$ cat config.mk
export PLATFORM = sky130hd
export DESIGN_NAME = pulse_blink_output_bank_top
export DESIGN_NICKNAME = d
export VERILOG_FILES = /design/src/sv/pbo_pkg.sv /design/src/sv/pulse_blink_output_bank_top.sv /design/src/sv/pbo_port.sv
export SDC_FILE = /design/constraint.sdc
export NUM_CORES = 1
export LEC_CHECK = 0
export ABC_AREA = 1
export BUFFER_PORTS_ARGS = -buffer_cell sky130_fd_sc_hd__buf_4
export CORE_ASPECT_RATIO = 1.25
export CORE_MARGIN = 2
export CORE_UTILIZATION = 53
export DETAILED_ROUTE_END_ITERATION = 10
export PLACE_DENSITY = 0.84
export RECOVER_POWER = 50
export SLEW_MARGIN = 20
export SYNTH_ARGS = -nofsm -noshare
export SYNTH_HDL_FRONTEND = slang
export SYNTH_HIERARCHICAL = 1
export SYNTH_SLANG_ARGS = --single-unit
$ cat constraint.sdc
create_clock -name clk -period 5.15 [get_ports clk]
set_input_delay 0.7725 -clock clk [delete_from_list [all_inputs] [get_ports clk]]
set_output_delay 0.7725 -clock clk [all_outputs]
set_load 0.005 [all_outputs]
$ cat src/sv/pbo_pkg.sv
`default_nettype none

package pbo_pkg;

	localparam int NUM_OUTPUTS_DEF = 8;
	localparam int TIME_BITS_DEF   = 16;

	localparam int REQ_W    = 3;
	localparam int IDX_W    = 5;
	localparam int DUR_W    = 16;
	localparam int LEVELS_W = 8;

	typedef enum logic [REQ_W-1:0] {
		REQ_TICK    = 3'd0,
		REQ_SET     = 3'd1,
		REQ_PULSE   = 3'd2,
		REQ_BLINK   = 3'd3,
		REQ_TOGGLE  = 3'd4,
		REQ_ALL_OFF = 3'd5
	} req_type_t;

	// Decoded command; its strobes are qualified by transfer and by the reject check, blink and lvl are not.
	typedef struct packed {
		logic tick;
		logic all_off;
		logic set;
		logic toggle;
		logic load;
		logic blink;
		logic lvl;
	} pbo_cmd_t;

endpackage

`default_nettype wire

$ cat src/sv/pulse_blink_output_bank_top.sv
// Bank of pulse/blink output ports.
// Input channel (in_valid/in_stall) takes one request per transfer: tick,
// set, pulse, blink, toggle or all-off, with port_index, level and duration.
// Output channel (out_valid/out_stall) returns one result per request: the
// levels of ports 0 to 7 after the request and an ignored flag for a bad
// port index, a zero duration or an unknown request code.
// A request is taken into the input register; when it advances, it is applied
// to the port state and its result is registered in the output register, and
// a stalled output can hold it in the input register first.
// Throughput: one request per cycle unless the output stalls; a tick counts
// down every port, all-off clears all, others touch only the addressed port.
// When the receiver stalls, the result holds in the output register and one
// more request waits in the input register; in_stall rises only then.
// Reset clears every level, countdown and period and empties both registers.
`default_nettype none

module pulse_blink_output_bank_top #(
	parameter int NUM_OUTPUTS = pbo_pkg::NUM_OUTPUTS_DEF,
	parameter int TIME_BITS   = pbo_pkg::TIME_BITS_DEF
) (
	input  wire logic                          clk,
	input  wire logic                          arst_n,
	input  wire logic                          in_valid,
	output logic                               in_stall,
	input  wire logic [pbo_pkg::REQ_W-1:0]     req_type,
	input  wire logic [pbo_pkg::IDX_W-1:0]     port_index,
	input  wire logic                          level,
	input  wire logic [pbo_pkg::DUR_W-1:0]     duration,
	output logic                               out_valid,
	input  wire logic                          out_stall,
	output logic [pbo_pkg::LEVELS_W-1:0]       out_levels,
	output logic                               ignored
);
	import pbo_pkg::*;

	localparam int DUR_USE = (TIME_BITS < DUR_W) ? TIME_BITS : DUR_W;

	logic                 valid_s1;
	logic [REQ_W-1:0]     req_s1;
	logic [IDX_W-1:0]     idx_s1;
	logic                 lvl_s1;
	logic [DUR_W-1:0]     dur_s1;

	logic                 fire;
	logic [TIME_BITS-1:0] dur;
	logic                 idx_ok;
	logic                 dur_zero;
	logic                 rej;
	pbo_cmd_t             cmd;
	logic [NUM_OUTPUTS-1:0] lvl_nxt;
	logic [LEVELS_W-1:0]  levels_d;

	logic                 out_valid_q;
	logic [LEVELS_W-1:0]  levels_q;
	logic                 ignored_q;

	// advance the input register into the output register
	assign fire     = valid_s1 && (!out_valid_q || !out_stall);
	assign in_stall = valid_s1 && out_valid_q && out_stall;

	always_ff @(posedge clk or negedge arst_n) begin
		if (!arst_n) begin
			valid_s1 <= 1'b0;
		end else if (!in_stall) begin
			valid_s1 <= in_valid;
		end
	end

	always_ff @(posedge clk) begin
		if (in_valid && !in_stall) begin
			req_s1 <= req_type;
			idx_s1 <= port_index;
			lvl_s1 <= level;
			dur_s1 <= duration;
		end
	end

	assign dur      = TIME_BITS'(dur_s1[DUR_USE-1:0]);
	assign dur_zero = (dur == '0);
	assign idx_ok   = ((IDX_W + 1)'(idx_s1) < (IDX_W + 1)'(NUM_OUTPUTS));

	always_comb begin
		cmd = '0;
		rej = 1'b0;
		case (req_type_t'(req_s1))
			REQ_TICK: begin
				cmd.tick = fire;
			end
			REQ_ALL_OFF: begin
				cmd.all_off = fire;
			end
			REQ_SET: begin
				rej     = !idx_ok;
				cmd.set = fire && idx_ok;
			end
			REQ_TOGGLE: begin
				rej        = !idx_ok;
				cmd.toggle = fire && idx_ok;
			end
			REQ_PULSE: begin
				rej      = !idx_ok || dur_zero;
				cmd.load = fire && !rej;
			end
			REQ_BLINK: begin
				rej       = !idx_ok || dur_zero;
				cmd.load  = fire && !rej;
				cmd.blink = 1'b1;
			end
			default: begin
				rej = 1'b1;
			end
		endcase
		cmd.lvl = lvl_s1;
	end

	for (genvar i = 0; i < NUM_OUTPUTS; i++) begin : g_port
		pbo_port #(
			.TIME_BITS(TIME_BITS)
		) u_port (
			.clk    (clk),
			.arst_n (arst_n),
			.cmd    (cmd),
			.sel    (idx_s1 == IDX_W'(i)),
			.dur    (dur),
			.lvl_nxt(lvl_nxt[i])
		);
	end

	for (genvar b = 0; b < LEVELS_W; b++) begin : g_lvl
		if (b < NUM_OUTPUTS) begin : g_on
			assign levels_d[b] = lvl_nxt[b];
		end else begin : g_off
			assign levels_d[b] = 1'b0;
		end
	end

	always_ff @(posedge clk or negedge arst_n) begin
		if (!arst_n) begin
			out_valid_q <= 1'b0;
		end else if (!out_valid_q || !out_stall) begin
			out_valid_q <= valid_s1;
		end
	end

	always_ff @(posedge clk) begin
		if (fire) begin
			levels_q  <= levels_d;
			ignored_q <= rej;
		end
	end

	assign out_valid  = out_valid_q;
	assign out_levels = levels_q;
	assign ignored    = ignored_q;

endmodule

`default_nettype wire

$ cat src/sv/pbo_port.sv
`default_nettype none

module pbo_port #(
	parameter int TIME_BITS = 16
) (
	input  wire logic                 clk,
	input  wire logic                 arst_n,
	input  wire pbo_pkg::pbo_cmd_t    cmd,
	input  wire logic                 sel,
	input  wire logic [TIME_BITS-1:0] dur,
	output logic                      lvl_nxt
);
	import pbo_pkg::*;

	logic                 lvl_q;
	logic [TIME_BITS-1:0] cnt_q;
	logic [TIME_BITS-1:0] per_q;
	logic                 lvl_d;
	logic [TIME_BITS-1:0] cnt_d;
	logic [TIME_BITS-1:0] per_d;

	always_comb begin
		lvl_d = lvl_q;
		cnt_d = cnt_q;
		per_d = per_q;
		if (cmd.all_off) begin
			lvl_d = 1'b0;
			cnt_d = '0;
			per_d = '0;
		end else if (cmd.tick) begin
			if (cnt_q != '0) begin
				// last tick of the interval: flip and reload
				if (cnt_q == TIME_BITS'(1)) begin
					lvl_d = ~lvl_q;
					cnt_d = per_q;
				end else begin
					cnt_d = cnt_q - TIME_BITS'(1);
				end
			end
		end else if (sel) begin
			if (cmd.set || cmd.toggle) begin
				lvl_d = cmd.set ? cmd.lvl : ~lvl_q;
				cnt_d = '0;
				per_d = '0;
			end else if (cmd.load) begin
				if (cnt_q == '0) begin
					lvl_d = ~lvl_q;
				end
				cnt_d = dur;
				per_d = cmd.blink ? dur : '0;
			end
		end
	end

	always_ff @(posedge clk or negedge arst_n) begin
		if (!arst_n) begin
			lvl_q <= 1'b0;
			cnt_q <= '0;
			per_q <= '0;
		end else begin
			lvl_q <= lvl_d;
			cnt_q <= cnt_d;
			per_q <= per_d;
		end
	end

	assign lvl_nxt = lvl_d;

endmodule

`default_nettype wire

---- Word-level counts from Yosys, hierarchy flattened ----
Cells that the tools add are included.
operators by class
  eq/ne operators ......................... 29
  mux-type cells .......................... 148
  $lt $le $gt $ge ......................... 1
  bitwise logic cells ..................... 8
  add/sub/neg operators ................... 8
  reductions and logical operators ........ 70
operator list
  cell                                                                           count
  16-bit 2-to-1 mux                                                              69
  16-bit logical NOT                                                             9
  16-bit by 1-bit equality test with 1-bit output (second input constant)        8
  16-bit nonzero test                                                            8
  16-bit by 1-bit subtractor with 16-bit output (second input constant)          8
  1-bit 2-to-1 mux                                                               78
  3-bit AND reduction                                                            16
  3-bit nonzero test                                                             9
  3-bit by 2-bit inequality test with 1-bit output (second input constant)       8
  5-bit by 3-bit equality test with 1-bit output (second input constant)         4
  2-bit nonzero test                                                             8
  5-bit by 2-bit equality test with 1-bit output (second input constant)         2
  1-bit NOT                                                                      8
  3-bit by 2-bit equality test with 1-bit output (second input constant)         2
  3-bit equality test (second input constant)                                    2
  1-bit logical AND                                                              6
  2-bit OR reduction                                                             3
  5-bit by 1-bit equality test with 1-bit output (second input constant)         1
  1-bit logical NOT                                                              5
  5-bit logical NOT                                                              1
  5-bit by 4-bit less-than comparator with 1-bit output (second input constant)  1
  4-bit nonzero test                                                             1
  3-bit by 1-bit equality test with 1-bit output (second input constant)         1
  3-bit logical NOT                                                              1
  3 further kinds                                                                5
storage, ports and cells
  input bits .............................. 29
  bits in registers ....................... 300
  output and inout bits ................... 11
  logic and storage cells ................. 296

---- Logic depth before layout (Yosys ltp) ----
  depth in word-level cells ............... 11
  mapped depth ............................ 15

---- Hierarchy ----
The synthesis kept the hierarchy.
by module, submodules not included
  module                           cells an instance  times used  area each (um^2)
  pbo_port (g_port[3].u_port ...)  342                4           2328.5
  pbo_port (g_port[0].u_port ...)  349                3           2383.5
  pbo_port (g_port[7].u_port)      342                1           2327.2
  pulse_blink_output_bank_top      98                 1           1326.3

---- Least setup slack after synthesis ----
Ideal clock, no wire load.
  kind .................................... input-to-reg
  start ................................... input out_stall
  end ..................................... register g_port[7].u_port.cnt_q[5]
  arrival ................................. 5362 ps
  data required time ...................... 5085 ps
  cell stages on the path ................. 10
  library setup time ...................... 65 ps
  slack ................................... -277 ps
  buffers on the path ..................... 1
  path through ............................ nand2_1 nand2_1 nor4_1 inv_1 nand2_1 nand3_2 buf_6 nor2_1 nand2_1 nand2_1
RTL lines
  item                    line                               source
  start: declaration      pulse_blink_output_bank_top.sv:30  input wire logic out_stall,
  end signal: assignment  pbo_port.sv:62                     cnt_q <= cnt_d;
  end: declaration        pbo_port.sv:16                     logic [TIME_BITS-1:0] cnt_q;

==> impl_metrics.yaml <==
outcome:
  outcome: "finished, violations left"
  violations: "capacitance limit, slew limit"
finish:
  final_util_pct: 58.37
  layout_common_cells: "nand2_1 (853), inv_1 (321), nor2_1 (268), dfrtp_1 (266), nand3_1 (210)"
  fillerInstances: 3369
  area_delta_synth_final_pct: 8.402
  final_nets: 2902
  antenna_cells: 0
  drive_above_1_share_pct: 12.46
  layout_commonest_cell: "nand2_1"
critical_path:
  worstSetupPathType: "reg2reg"
  crit_fanout: 17
  r2r.worst_path.cells: 15
  crit_chain: "buf_4 -> nor2_1 -> nand2_1 -> nor2_1 -> nand2_1 -> and3_1 -> buf_4 -> inv_1 -> nand2_2 -> a21oi_4 -> nand2_1 -> nand2_2 -> nor2_2 -> nand2_1 -> o21ai_1"
  rr_endpoint: "g_port[2].u_port/cnt_q[4]$_DFFE_PN0P_"
  required_ns: 5.65
  cp-start-kind: "flip-flop"
  slowest_stage: "nor2_2"
  path_common_cell: "nand2_1"
  rr_startpoint: "dur[15]$_DFFE_PP_"
  arrival_ns: 3.96
  worstSetupEndpointType: "flip-flop"
  slowest_delay_ns: 0.66
  reg2reg_slack_ns: 1.69
synth:
  postSynthCellCount: 2855
  synthFlopType: "dfrtp_1"
  ys_seq_area_share_pct: 38.16
  synthesis.area_mm2: 0.02012
  async_flop_share_pct: 88.67
  syn-num-nets: 2908
  ys_seq_elements: 300
  avgSynthCellArea_um2: 7.047
  synth-edff-count: 34
  ys_types: 34
  ys_warn_count: 6
timing:
  hold_ws_ns: 0.1438
  max_freq_mhz: 288.8
  skew_ns: 0.02530
  final_hold_viol_count: 0
  finalCritPeriodShare_pct: 67.23
  setup_slack_ns: 1.688
  fin_tns_setup_ns: 0
  finalMaxSlewViolations: 141
  tightest_slew_ns: 2.597
  finalSetupViolCount: 0
  fin_crit_ns: 3.462
  slew_headroom_pct: -73.12
  rsz0062_at_grt: "no"
floorplanning:
  dieArea_mm2: 0.03954
  rows: 79
  initial_core_util_pct: 53.84
  die_width_um: 178.3
  io_pins: 40
  coreArea_mm2: 0.03736
  die_y_um: 221.8
route:
  viasPerCell: 5.893
  first_iter_violations: 2025
  drc: 0
  totalWireLength_um: 58570
  drtPass1Iterations: 6
  ant_nets: 0
  vias: 19790
  post_drt_wl_per_cell_um: 17.44
clock_network:
  clockBufferDepth: 3
  ctsResizeCount: 0
  cts_setup_buffers: 0
  cts.sinks: 300
  cts_root_buf: "clkbuf_16"
  clk_latency_ns: 0.59
  h-tree-depth: 1
  tritoncts: "built"
  hold_buffers: 0
  clkTransAtPathRegs_ns: 0.07
  cts-buffers-inserted: 31
flow_run:
  maxCapViolations: 2
placement:
  pre_cts_ws_ns: 1.163
  dp_hpwl_um: 37200
  place.gp.congestion: 0.9050
  numPortBuffers: 39
worst_hold_path:
  min_path_type: "in2async"
global_route:
  grt_overflow: 0
  grt_max_degree: 130
  grt_pass1_wl_um: 95320
  grt_usage_pct: 29.47
  antenna_found_initial: 0
  grt_pass1_vias: 18950
pwr:
  power_density_mw_per_mm2: 447.1
  p_total_mw: 9.752
  power.leakage_nw: 10.71
  irDropWorstVdd_mv: 0.3753
## layout make-up
cell class | instances | area [um2] | area share, %
Inverter | 339 | 1272 | 5.835
Sequential cell | 300 | 7677 | 35.20
Multi-Input combinational cell | 2107 | 10630 | 48.73
Clock inverter | 21 | 257.7 | 1.182
Timing Repair Buffer | 70 | 551.8 | 2.530
Clock buffer | 36 | 814.5 | 3.735
Tap cell | 486 | 608.1 | 2.788
## routing by layer
layer / track usage, % / routed length (um)
met1: 38.25 / 22600
met3: 3.978 / 5213
met5: 0 / 0
met2: 47.65 / 27440
met4: 15.71 / 3312
## through the flow
step / instances / instance area (um2)
finish: 3359 / 21810
global route: 3359 / 21810
CTS: 3358 / 21760
detailed placement: 3301 / 20690
global placement: 3301 / 20680
floorplan: 2855 / 20130
## state kept, by name (all words and copies together) (netlist names)
signal	count
req_s1	3
lvl_s1	1
valid_s1	1
dur	16
idx_s1	5
g_port.u_port/per_q	128
ignored	1
out_levels	8
g_port.u_port/cnt_q	128
out_valid	1
g_port.u_port/lvl_q	8
## power breakdown
group / switching (mW) / internal, mW / total (mW)
Combinational: 2.30 / 1.19 / 3.49
Sequential: 0.733 / 3.12 / 3.86
Clock: 1.02 / 1.39 / 2.40
Total: 4.05 / 5.70 / 9.75
## critical path, delay by kind of cell (launching register included)
family,cells,cell delay [ns]
flops,1,0.34
compound gates,2,0.24
simple gates,10,2.06
buf+inv,3,0.71
## cells in the mapped netlist, types with 23 or more instances
| cell | instances | area (um2) |
|---|---|---|
| buf_2 | 30 | 150.1 |
| o21ai_0 | 122 | 610.6 |
| edfxtp_1 | 34 | 1021 |
| nand3_2 | 38 | 380.4 |
| nand3_1 | 210 | 1051 |
| a21oi_1 | 128 | 640.6 |
| dfrtp_1 | 266 | 6656 |
| nand2_2 | 29 | 181.4 |
| nand2_1 | 853 | 3202 |
| nor2_1 | 272 | 1021 |
| o21ai_2 | 29 | 254.0 |
| inv_1 | 322 | 1209 |
| nand4_1 | 144 | 900.9 |
| xnor2_1 | 24 | 210.2 |
| buf_6 | 26 | 292.8 |
| o21ai_1 | 80 | 400.4 |
| nor2_2 | 54 | 337.8 |
| clkbuf_1 | 39 | 146.4 |
| nor2_4 | 23 | 259.0 |
| ha_1 | 24 | 300.3 |
## cells by family after synthesis
logic type               after synthesis  synth area share, %
AO/OA/AOI/OAI                        395                11.34
XOR/XNOR                              45                1.959
adder cells (fa/ha/maj)               24                1.493
buffers and inverters                448                9.571
flip-flops                           300                38.16
AND/OR/NAND/NOR                     1643                37.47
## worst max-delay path by stage
stage / slack (ns) / startpoint / endpoint / cells past startpoint
after floorplan: 1.19 / out_stall / g_port[0].u_port/cnt_q[1]$_DFFE_PN0P_ / 11
after CTS: 1.65 / out_valid$_DFFE_PN0N_ / g_port[3].u_port/per_q[4]$_DFFE_PN0P_ / 13
final: 1.69 / dur[15]$_DFFE_PP_ / g_port[2].u_port/cnt_q[4]$_DFFE_PN0P_ / 15
after global placement: 1.35 / out_stall / g_port[7].u_port/cnt_q[4]$_DFFE_PN0P_ / 15
after detailed placement: 1.16 / out_stall / g_port[3].u_port/per_q[4]$_DFFE_PN0P_ / 14
after global routing: 1.09 / arst_n / g_port[2].u_port/cnt_q[9]$_DFFE_PN0P_ / 3
(Power assumes the default switching activity.)
